===== config.mk =====
export PLATFORM = sky130hd
export DESIGN_NAME = modbus_read_holding_master_core
export DESIGN_NICKNAME = d
export VERILOG_FILES = /design/src/rtl/core/mrhm_pkg.sv /design/src/rtl/core/mrhm_ctrl.sv /design/src/rtl/core/mrhm_dp.sv /design/src/rtl/core/modbus_read_holding_master_core.sv
export VERILOG_INCLUDE_DIRS = /design/src /design/src/rtl/core
export SDC_FILE = /design/constraint.sdc
export NUM_CORES = 2
export LEC_CHECK = 0
export CORE_MARGIN = 8
export CORE_UTILIZATION = 50
export DETAILED_ROUTE_END_ITERATION = 8
export DONT_BUFFER_PORTS = 1
export PLACE_DENSITY = 0.69
export SYNTH_ARGS = -nofsm -noshare
export SYNTH_HDL_FRONTEND = slang
export SYNTH_SLANG_ARGS = --single-unit

===== constraint.sdc =====
create_clock -name aclk -period 9.1 [get_ports aclk]
set_clock_uncertainty 0.05 [all_clocks]
set_input_delay 1.82 -clock aclk [delete_from_list [all_inputs] [get_ports aclk]]
set_output_delay 1.82 -clock aclk [all_outputs]
set_load 0.02 [all_outputs]

===== src/rtl/core/modbus_read_holding_master_core_macros.svh =====
// Assertion helpers for the Modbus read-holding master core.
`ifndef MODBUS_READ_HOLDING_MASTER_CORE_MACROS_SVH
`define MODBUS_READ_HOLDING_MASTER_CORE_MACROS_SVH

// Property checked on every rising edge outside reset.
`define MRHM_ASSERT(label, prop, msg) \
    label: assert property (@(posedge aclk) disable iff (!aresetn) prop) else $error(msg);

// Condition that must never hold outside reset.
`define MRHM_ASSERT_NEVER(label, expr, msg) \
    label: assert property (@(posedge aclk) disable iff (!aresetn) !(expr)) else $error(msg);

`endif


===== src/rtl/core/mrhm_pkg.sv =====
package mrhm_pkg;

    localparam logic       CMD_READ = 1'b0;
    localparam logic       CMD_RX   = 1'b1;

    localparam logic [7:0] FUNC_READ = 8'h03;

    localparam logic [1:0] KIND_TX     = 2'd0;
    localparam logic [1:0] KIND_REG    = 2'd1;
    localparam logic [1:0] KIND_STATUS = 2'd2;

    localparam logic [2:0] STAT_OK     = 3'd0;
    localparam logic [2:0] STAT_COUNT  = 3'd1;
    localparam logic [2:0] STAT_SHORT  = 3'd2;
    localparam logic [2:0] STAT_ADDR   = 3'd3;
    localparam logic [2:0] STAT_CRC    = 3'd4;
    localparam logic [2:0] STAT_BCOUNT = 3'd5;
    localparam logic [2:0] STAT_OVF    = 3'd6;

    localparam logic [1:0] SEL_TX   = 2'd0;
    localparam logic [1:0] SEL_REG  = 2'd1;
    localparam logic [1:0] SEL_STAT = 2'd2;

    localparam logic [15:0] CRC_INIT = 16'hFFFF;
    localparam logic [15:0] CRC_POLY = 16'hA001;

    typedef struct packed {
        logic       in_load;
        logic       req_load;
        logic       rx_byte;
        logic       frame_clear;
        logic       tx_fold;
        logic       idx_clear;
        logic       idx_next;
        logic       rd_lo;
        logic       hi_load;
        logic       out_load;
        logic [1:0] out_sel;
    } mrhm_cmd_t;

    typedef struct packed {
        logic in_is_rx;
        logic in_last;
        logic count_big;
        logic tx_final;
        logic emit_regs;
        logic reg_final;
    } mrhm_stat_t;

    function automatic logic [15:0] crc16_byte(input logic [15:0] crc, input logic [7:0] b);
        logic [15:0] c;
        c = crc ^ {8'h00, b};
        for (int k = 0; k < 8; k++) begin
            if (c[0]) begin
                c = (c >> 1) ^ CRC_POLY;
            end else begin
                c = c >> 1;
            end
        end
        return c;
    endfunction

endpackage


===== src/rtl/core/mrhm_ctrl.sv =====
module mrhm_ctrl (
    input  logic                aclk,
    input  logic                aresetn,
    input  logic                s_axis_tvalid,
    output logic                s_axis_tready,
    output logic                m_axis_tvalid,
    input  logic                m_axis_tready,
    input  mrhm_pkg::mrhm_stat_t st,
    output mrhm_pkg::mrhm_cmd_t  cmd
);
    import mrhm_pkg::*;

    localparam logic [3:0] S_IDLE      = 4'd0;
    localparam logic [3:0] S_DECODE    = 4'd1;
    localparam logic [3:0] S_TX_LOAD   = 4'd2;
    localparam logic [3:0] S_TX_WAIT   = 4'd3;
    localparam logic [3:0] S_CHECK     = 4'd4;
    localparam logic [3:0] S_STAT_WAIT = 4'd5;
    localparam logic [3:0] S_RD_HI     = 4'd6;
    localparam logic [3:0] S_RD_LO     = 4'd7;
    localparam logic [3:0] S_RD_OUT    = 4'd8;
    localparam logic [3:0] S_REG_WAIT  = 4'd9;

    logic [3:0] state_reg, state_next;
    logic       valid_reg, valid_next;

    always_ff @(posedge aclk) begin
        if (!aresetn) begin
            state_reg <= S_IDLE;
            valid_reg <= 1'b0;
        end else begin
            state_reg <= state_next;
            valid_reg <= valid_next;
        end
    end

    assign s_axis_tready = (state_reg == S_IDLE);
    assign m_axis_tvalid = valid_reg;

    always_comb begin
        state_next = state_reg;
        valid_next = valid_reg;
        cmd        = '0;
        cmd.out_sel = SEL_TX;
        case (state_reg)
            S_IDLE: begin
                if (s_axis_tvalid) begin
                    cmd.in_load = 1'b1;
                    state_next  = S_DECODE;
                end
            end
            S_DECODE: begin
                if (!st.in_is_rx) begin
                    if (st.count_big) begin
                        cmd.out_load = 1'b1;
                        cmd.out_sel  = SEL_STAT;
                        valid_next   = 1'b1;
                        state_next   = S_STAT_WAIT;
                    end else begin
                        cmd.req_load  = 1'b1;
                        cmd.idx_clear = 1'b1;
                        state_next    = S_TX_LOAD;
                    end
                end else begin
                    cmd.rx_byte = 1'b1;
                    state_next  = st.in_last ? S_CHECK : S_IDLE;
                end
            end
            S_TX_LOAD: begin
                cmd.out_load = 1'b1;
                cmd.out_sel  = SEL_TX;
                valid_next   = 1'b1;
                state_next   = S_TX_WAIT;
            end
            S_TX_WAIT: begin
                if (m_axis_tready) begin
                    valid_next   = 1'b0;
                    cmd.tx_fold  = 1'b1;
                    cmd.idx_next = 1'b1;
                    if (st.tx_final) begin
                        cmd.frame_clear = 1'b1;
                        state_next      = S_IDLE;
                    end else begin
                        state_next = S_TX_LOAD;
                    end
                end
            end
            S_CHECK: begin
                cmd.frame_clear = 1'b1;
                cmd.idx_clear   = 1'b1;
                if (st.emit_regs) begin
                    state_next = S_RD_HI;
                end else begin
                    cmd.out_load = 1'b1;
                    cmd.out_sel  = SEL_STAT;
                    valid_next   = 1'b1;
                    state_next   = S_STAT_WAIT;
                end
            end
            S_STAT_WAIT: begin
                if (m_axis_tready) begin
                    valid_next = 1'b0;
                    state_next = S_IDLE;
                end
            end
            S_RD_HI: begin
                state_next = S_RD_LO;
            end
            S_RD_LO: begin
                cmd.rd_lo   = 1'b1;
                cmd.hi_load = 1'b1;
                state_next  = S_RD_OUT;
            end
            S_RD_OUT: begin
                cmd.out_load = 1'b1;
                cmd.out_sel  = SEL_REG;
                valid_next   = 1'b1;
                state_next   = S_REG_WAIT;
            end
            S_REG_WAIT: begin
                if (m_axis_tready) begin
                    valid_next = 1'b0;
                    if (st.reg_final) begin
                        state_next = S_IDLE;
                    end else begin
                        cmd.idx_next = 1'b1;
                        state_next   = S_RD_HI;
                    end
                end
            end
            default: begin
                state_next = S_IDLE;
                valid_next = 1'b0;
            end
        endcase
    end

endmodule


===== src/rtl/core/mrhm_dp.sv =====
module mrhm_dp #(
    parameter int MAX_REGS    = 64,
    parameter int FRAME_BYTES = 256
) (
    input  logic                 aclk,
    input  logic                 aresetn,
    input  logic [47:0]          s_axis_tdata,
    input  logic                 s_axis_tlast,
    input  logic                 s_axis_tuser,
    input  mrhm_pkg::mrhm_cmd_t  cmd,
    output mrhm_pkg::mrhm_stat_t st,
    output logic [47:0]          m_axis_tdata,
    output logic                 m_axis_tlast,
    output logic [1:0]           m_axis_tuser
);
    import mrhm_pkg::*;

    localparam int AW    = $clog2(FRAME_BYTES);
    localparam int CNT_W = $clog2(FRAME_BYTES + 2);

    logic        in_cmd_reg;
    logic        in_last_reg;
    logic [7:0]  in_slave_reg;
    logic [15:0] in_start_reg;
    logic [15:0] in_count_reg;
    logic [7:0]  in_byte_reg;

    logic [7:0]       saved_slave_reg;
    logic [15:0]      saved_start_reg;
    logic [6:0]       saved_count_reg;
    logic [15:0]      crc_reg;
    logic [CNT_W-1:0] bytes_reg;
    logic [7:0]       byte0_reg;
    logic [7:0]       byte2_reg;
    logic [6:0]       idx_reg;
    logic [7:0]       hi_reg;
    logic [7:0]       rdata_reg;
    logic [7:0]       mem [FRAME_BYTES];

    logic [1:0]  out_kind_reg;
    logic [7:0]  out_tx_reg;
    logic [15:0] out_idx_reg;
    logic [15:0] out_val_reg;
    logic [2:0]  out_stat_reg;
    logic        out_last_reg;

    logic [7:0]  tx_byte;
    logic [2:0]  check_status;
    logic [2:0]  stat_code;
    logic [7:0]  rd_sum;
    logic [9:0]  need;
    logic [9:0]  n_ext;
    logic [6:0]  idx_inc;

    always_ff @(posedge aclk) begin
        if (cmd.in_load) begin
            in_cmd_reg   <= s_axis_tuser;
            in_last_reg  <= s_axis_tlast;
            in_slave_reg <= s_axis_tdata[7:0];
            in_start_reg <= s_axis_tdata[23:8];
            in_count_reg <= s_axis_tdata[39:24];
            in_byte_reg  <= s_axis_tdata[47:40];
        end
    end

    always_comb begin
        case (idx_reg[2:0])
            3'd0:    tx_byte = saved_slave_reg;
            3'd1:    tx_byte = FUNC_READ;
            3'd2:    tx_byte = saved_start_reg[15:8];
            3'd3:    tx_byte = saved_start_reg[7:0];
            3'd4:    tx_byte = 8'h00;
            3'd5:    tx_byte = {1'b0, saved_count_reg};
            3'd6:    tx_byte = crc_reg[7:0];
            default: tx_byte = crc_reg[15:8];
        endcase
    end

    assign need  = 10'd5 + {2'b00, saved_count_reg, 1'b0};
    assign n_ext = 10'(bytes_reg);

    always_comb begin
        if (bytes_reg > CNT_W'(FRAME_BYTES)) begin
            check_status = STAT_OVF;
        end else if (bytes_reg < CNT_W'(2)) begin
            check_status = STAT_SHORT;
        end else if (byte0_reg != saved_slave_reg) begin
            check_status = STAT_ADDR;
        end else if (crc_reg != 16'h0000) begin
            check_status = STAT_CRC;
        end else if (bytes_reg < CNT_W'(3)) begin
            check_status = STAT_SHORT;
        end else if (byte2_reg != {saved_count_reg, 1'b0}) begin
            check_status = STAT_BCOUNT;
        end else if (n_ext < need) begin
            check_status = STAT_SHORT;
        end else begin
            check_status = STAT_OK;
        end
    end

    assign stat_code = in_cmd_reg == CMD_READ ? STAT_COUNT : check_status;
    assign idx_inc   = idx_reg + 7'd1;

    assign st.in_is_rx  = (in_cmd_reg == CMD_RX);
    assign st.in_last   = in_last_reg;
    assign st.count_big = (in_count_reg > 16'(MAX_REGS));
    assign st.tx_final  = (idx_reg == 7'd7);
    assign st.emit_regs = (check_status == STAT_OK) && (saved_count_reg != 7'd0);
    assign st.reg_final = (idx_inc == saved_count_reg);

    always_ff @(posedge aclk) begin
        if (!aresetn) begin
            saved_slave_reg <= 8'h00;
            saved_start_reg <= 16'h0000;
            saved_count_reg <= 7'd0;
            crc_reg         <= CRC_INIT;
            bytes_reg       <= '0;
            idx_reg         <= 7'd0;
        end else begin
            if (cmd.req_load) begin
                saved_slave_reg <= in_slave_reg;
                saved_start_reg <= in_start_reg;
                saved_count_reg <= in_count_reg[6:0];
            end
            if (cmd.req_load || cmd.frame_clear) begin
                crc_reg   <= CRC_INIT;
                bytes_reg <= '0;
            end else if (cmd.rx_byte) begin
                if (bytes_reg < CNT_W'(FRAME_BYTES)) begin
                    crc_reg   <= crc16_byte(crc_reg, in_byte_reg);
                    bytes_reg <= bytes_reg + CNT_W'(1);
                end else begin
                    bytes_reg <= CNT_W'(FRAME_BYTES + 1);
                end
            end else if (cmd.tx_fold && idx_reg < 7'd6) begin
                crc_reg <= crc16_byte(crc_reg, tx_byte);
            end
            if (cmd.idx_clear) begin
                idx_reg <= 7'd0;
            end else if (cmd.idx_next) begin
                idx_reg <= idx_inc;
            end
        end
    end

    // frame bytes 0 and 2 are kept aside for the header checks
    always_ff @(posedge aclk) begin
        if (cmd.rx_byte && bytes_reg == CNT_W'(0)) begin
            byte0_reg <= in_byte_reg;
        end
        if (cmd.rx_byte && bytes_reg == CNT_W'(2)) begin
            byte2_reg <= in_byte_reg;
        end
    end

    assign rd_sum = {idx_reg, 1'b0} + 8'd3 + {7'd0, cmd.rd_lo};

    always_ff @(posedge aclk) begin
        if (cmd.rx_byte && bytes_reg < CNT_W'(FRAME_BYTES)) begin
            mem[bytes_reg[AW-1:0]] <= in_byte_reg;
        end
        rdata_reg <= mem[rd_sum[AW-1:0]];
        if (cmd.hi_load) begin
            hi_reg <= rdata_reg;
        end
    end

    always_ff @(posedge aclk) begin
        if (cmd.out_load) begin
            out_tx_reg   <= 8'h00;
            out_idx_reg  <= 16'h0000;
            out_val_reg  <= 16'h0000;
            out_stat_reg <= STAT_OK;
            out_last_reg <= 1'b1;
            case (cmd.out_sel)
                SEL_TX: begin
                    out_kind_reg <= KIND_TX;
                    out_tx_reg   <= tx_byte;
                    out_last_reg <= (idx_reg == 7'd7);
                end
                SEL_REG: begin
                    out_kind_reg <= KIND_REG;
                    out_idx_reg  <= saved_start_reg + {9'd0, idx_reg};
                    out_val_reg  <= {hi_reg, rdata_reg};
                    out_last_reg <= (idx_inc == saved_count_reg);
                end
                default: begin
                    out_kind_reg <= KIND_STATUS;
                    out_stat_reg <= stat_code;
                end
            endcase
        end
    end

    assign m_axis_tdata = {5'd0, out_stat_reg, out_val_reg, out_idx_reg, out_tx_reg};
    assign m_axis_tlast = out_last_reg;
    assign m_axis_tuser = out_kind_reg;

endmodule


===== src/rtl/core/modbus_read_holding_master_core.sv =====
// Modbus RTU master for read holding registers (function 0x03). A request beat (tuser 0)
// with a count up to MAX_REGS produces the 8-byte request frame as kind-0 beats, CRC low
// byte first; a larger count gives a single count-too-big status. Response bytes (tuser 1)
// are stored and folded into a running CRC; the beat with tlast runs the checks and yields
// either one register beat per requested register (index = start + offset) or one status
// beat. One input beat is taken per pass through the controller (S_IDLE, S_DECODE, plus
// S_CHECK for the final byte). Each transmit byte passes S_TX_LOAD and S_TX_WAIT; each
// register value passes S_RD_HI, S_RD_LO, S_RD_OUT and S_REG_WAIT, paced by the single
// registered read port of the frame buffer. Result beats wait for m_axis_tready. No input
// is taken while results are outstanding. The frame buffer needs no clearing after reset.
module modbus_read_holding_master_core #(
    parameter int MAX_REGS    = 64,
    parameter int FRAME_BYTES = 256
) (
    input  logic        aclk,
    input  logic        aresetn,
    input  logic        s_axis_tvalid,
    output logic        s_axis_tready,
    // slave_id[7:0], start_register[23:8], register_count[39:24], rx_byte[47:40]
    input  logic [47:0] s_axis_tdata,
    input  logic        s_axis_tlast,
    // command
    input  logic        s_axis_tuser,
    output logic        m_axis_tvalid,
    input  logic        m_axis_tready,
    // tx_byte[7:0], register_index[23:8], register_value[39:24], status[42:40]
    output logic [47:0] m_axis_tdata,
    output logic        m_axis_tlast,
    // kind
    output logic [1:0]  m_axis_tuser
);
    import mrhm_pkg::*;

    mrhm_cmd_t  cmd;
    mrhm_stat_t st;

    mrhm_ctrl u_ctrl (
        .aclk          (aclk),
        .aresetn       (aresetn),
        .s_axis_tvalid (s_axis_tvalid),
        .s_axis_tready (s_axis_tready),
        .m_axis_tvalid (m_axis_tvalid),
        .m_axis_tready (m_axis_tready),
        .st            (st),
        .cmd           (cmd)
    );

    mrhm_dp #(
        .MAX_REGS    (MAX_REGS),
        .FRAME_BYTES (FRAME_BYTES)
    ) u_dp (
        .aclk         (aclk),
        .aresetn      (aresetn),
        .s_axis_tdata (s_axis_tdata),
        .s_axis_tlast (s_axis_tlast),
        .s_axis_tuser (s_axis_tuser),
        .cmd          (cmd),
        .st           (st),
        .m_axis_tdata (m_axis_tdata),
        .m_axis_tlast (m_axis_tlast),
        .m_axis_tuser (m_axis_tuser)
    );

`include "modbus_read_holding_master_core_macros.svh"

    `MRHM_ASSERT_NEVER(a_no_overlap, s_axis_tready && m_axis_tvalid, "input taken while result pending")
    `MRHM_ASSERT(a_big_count, s_axis_tvalid && s_axis_tready && s_axis_tuser == CMD_READ && s_axis_tdata[39:24] > 16'(MAX_REGS) |-> ##2 m_axis_tvalid && m_axis_tuser == KIND_STATUS && m_axis_tlast, "oversized count not rejected")
    `MRHM_ASSERT(a_status_last, m_axis_tvalid && m_axis_tuser == KIND_STATUS |-> m_axis_tlast, "status beat without tlast")

endmodule


==> impl_metrics.toml <==
[clocking]
cts_root_buffer = "clkbuf_16"
htree_levels = 4
cts_resized = 0
clkLatencyLatePin_ns = 0.86
post_cts_buffers = 0
clk_pin_slew_ns = 0.06
numCtsBuffers = 214
clock-sinks = 2244
cts_tree = "yes"
clock_path_buffers = 3
cts_hold_buf = 0

[routing]
antenna_left = 0
via_per_inst = 6.21
detail_route.wl_per_cell_um = 30.3
drc_errors = 0
drtIter0Drc = 5258
firstDrtPassIters = 5
vias = 42002
routed_wirelength_mm = 205

[synthesis]
synth_edf_count = 2168
ys_async_sr_fraction_pct = 0
syn_area_um2 = 87900
syn_inst = 4180
avgSynthCellArea_um2 = 21.0
ys_seq_area_share_pct = 75.8
synth-seq-cells = 2244
synth_flop_cell = "edfxtp_1"
yosys_warnings = 0
synth_cell_types = 76

[global_route]
antenna_found_initial = 9
grt_max_degree = 260
grt_remaining_overflow = 0
grt_pass1_wl_mm = 298
track_usage_pct = 21.2
grt_pass1_vias = 41882

[timing]
hold_slack_ns = 0.440
layout_min_cycle_time_ns = 5.85
final-setup-viol-count = 0
rsz0062_at_grt = "no"
worst_slew_pin_slew_ns = 1.25
hold_viol = 0
finalCritPeriodShare_pct = 64.3
finalMaxSlewViolations = 0
setup_tns_ns = 0
fmax_mhz = 171
slew_headroom_pct = 16.6

[final_layout]
synthToLayoutAreaGrowth_pct = 11.1
postLayoutCoreUtil_pct = 55.7
largest_register_ffs = 2048
layout-drive-gt1-share_pct = 24.2
final_nets = 4304
final_cell_mix = "edfxtp_1 (2168), mux4_2 (638), nor2_1 (326), clkbuf_16 (216), nand2_1 (151)"
final_common_cell = "edfxtp_1"

[die]
pin_count = 107
fp.dieArea_um2 = 190000
die_x_um = 435
start_util_pct = 50.1
core-area_um2 = 176000
num_rows = 154
die_h_um = 435

[setup_path]
cpPeakStageDelay_ns = 0.67
rr_startpoint = "u_ctrl.state_reg[0]$_SDFFE_PN0P_"
critPathTopFamily = "buffers and inverters"
critPathLaunch = "u_ctrl.state_reg[0]$_SDFFE_PN0P_"
cp.required_ns = 9.80
crit_type = "reg2reg"
worst-path-max-fanout = 91
arrival_ns = 6.55
critPathSlowestCell = "dfxtp_1"
endpoint_kind = "flop"
crit_path_start_kind = "flop"
crit_chain = "nor2b_1 -> nand3_1 -> inv_8 -> buf_12 -> buf_12 -> mux4_2 -> mux4_2 -> o22ai_1 -> nor3_1 -> a32o_1"
crit_buf_inv = 3

[power]
ir_worst_vdd_mv = 0.199
total_power_uw = 21100
power_density_nw_per_um2 = 216
leakage_uw = 0.0292

[worst_hold_path]
hold_class = "reg2reg"
min-delay-start = "u_dp.saved_start_reg[5]$_SDFFE_PN0P_"

[place]
portBuffers = 0
dpl.hpwl_mm = 120
place.gp.congestion = 0.838

[outcome]
status = "complete, no violations"

[flow_run]
drv_cap = 0
[path summary, 6_finish.rpt]
kind / to / slack [ns] / cells after the start
setup / recovery: u_dp.rdata_reg[3]$_DFF_P_ / 3.25 / 10
hold / removal: u_dp.saved_start_reg[5]$_SDFFE_PN0P_ / 0.44 / 2
setup reg to reg: u_dp.rdata_reg[3]$_DFF_P_ / 3.25 / 10
hold reg to reg: u_dp.saved_start_reg[5]$_SDFFE_PN0P_ / 0.44 / 2
[layer usage]
layer	wire, um	GRT usage, %	vias to the layer above
met5	13	0	-
met1	83100	30.5	22347
li1	-	-	17364
met2	97900	33.4	1964
met4	6940	6.92	2
met3	17000	3.93	325
[cells by family (layout without fill, tap and decap cells)]
kind of cell | after synthesis | after routing | share of synthesized area [%]
adder cells (fa/ha/maj) | 27 | 27 | 0.393
AO/OA/AOI/OAI | 238 | 238 | 1.86
multiplexers | 647 | 647 | 16.4
flip-flops | 2244 | 2244 | 75.8
AND/OR/NAND/NOR | 659 | 659 | 3.24
buffers and inverters | 271 | 499 | 1.29
XOR/XNOR | 93 | 93 | 0.996
other | 1 | 12 | 0.00426
[cell type report]
type	count	area (um2)
diodes	7	17.5
repair buffers	72	686
inverters	22	90.1
flip-flops and latches	2244	66600
multi-input cells	1669	20300
clock inverters	142	1400
well taps	2340	2930
fillers	12738	77800
clock buffers	263	5630
[worst min-delay path, cell delays in order, from the launching register on]
cell	delay (ns)
dfxtp_1	0.33
nand2_1	0.05
a21boi_0	0.06
[cell usage after synthesis (13+ instances only)]
cell type     n  area share [%]
nand3_1      54            0.31
nand2_1     151            0.64
a21oi_1      41            0.23
buf_2        65            0.37
nor4_1       14            0.10
o22ai_1      52            0.37
and2_1       21            0.15
buf_1        16           0.068
clkbuf_1    160            0.68
xnor2_1      50            0.50
xor2_1       38            0.38
nor2b_1      16            0.11
a21boi_0     35            0.30
inv_1        20           0.085
mux4_2      638              16
edfxtp_1   2168              74
o21ai_0      31            0.18
nor3_1       30            0.17
ha_1         26            0.37
dfxtp_1      76             1.7
nor2_1      327             1.4
nand4_1      13           0.092
[report_power, final]
part | switching, uW | internal [uW] | leakage, uW | total [uW]
Sequential | 86.5 | 11600 | 0.0202 | 11700
Clock | 3840 | 5040 | 0.00346 | 8880
Combinational | 459 | 110 | 0.00556 | 569
[metrics by stage]
step | cells | setup WS (ns) | instance area [um2]
CTS | 6751 | 3.17 | 97600
detailed placement | 6346 | 3.20 | 90600
global route | 6752 | 2.76 | 97700
finish | 6759 | 3.25 | 97700
global placement | 6346 | 3.20 | 90600
floorplan | 4184 | 3.97 | 87900
Note: power is estimated with default switching activity, not from simulation.
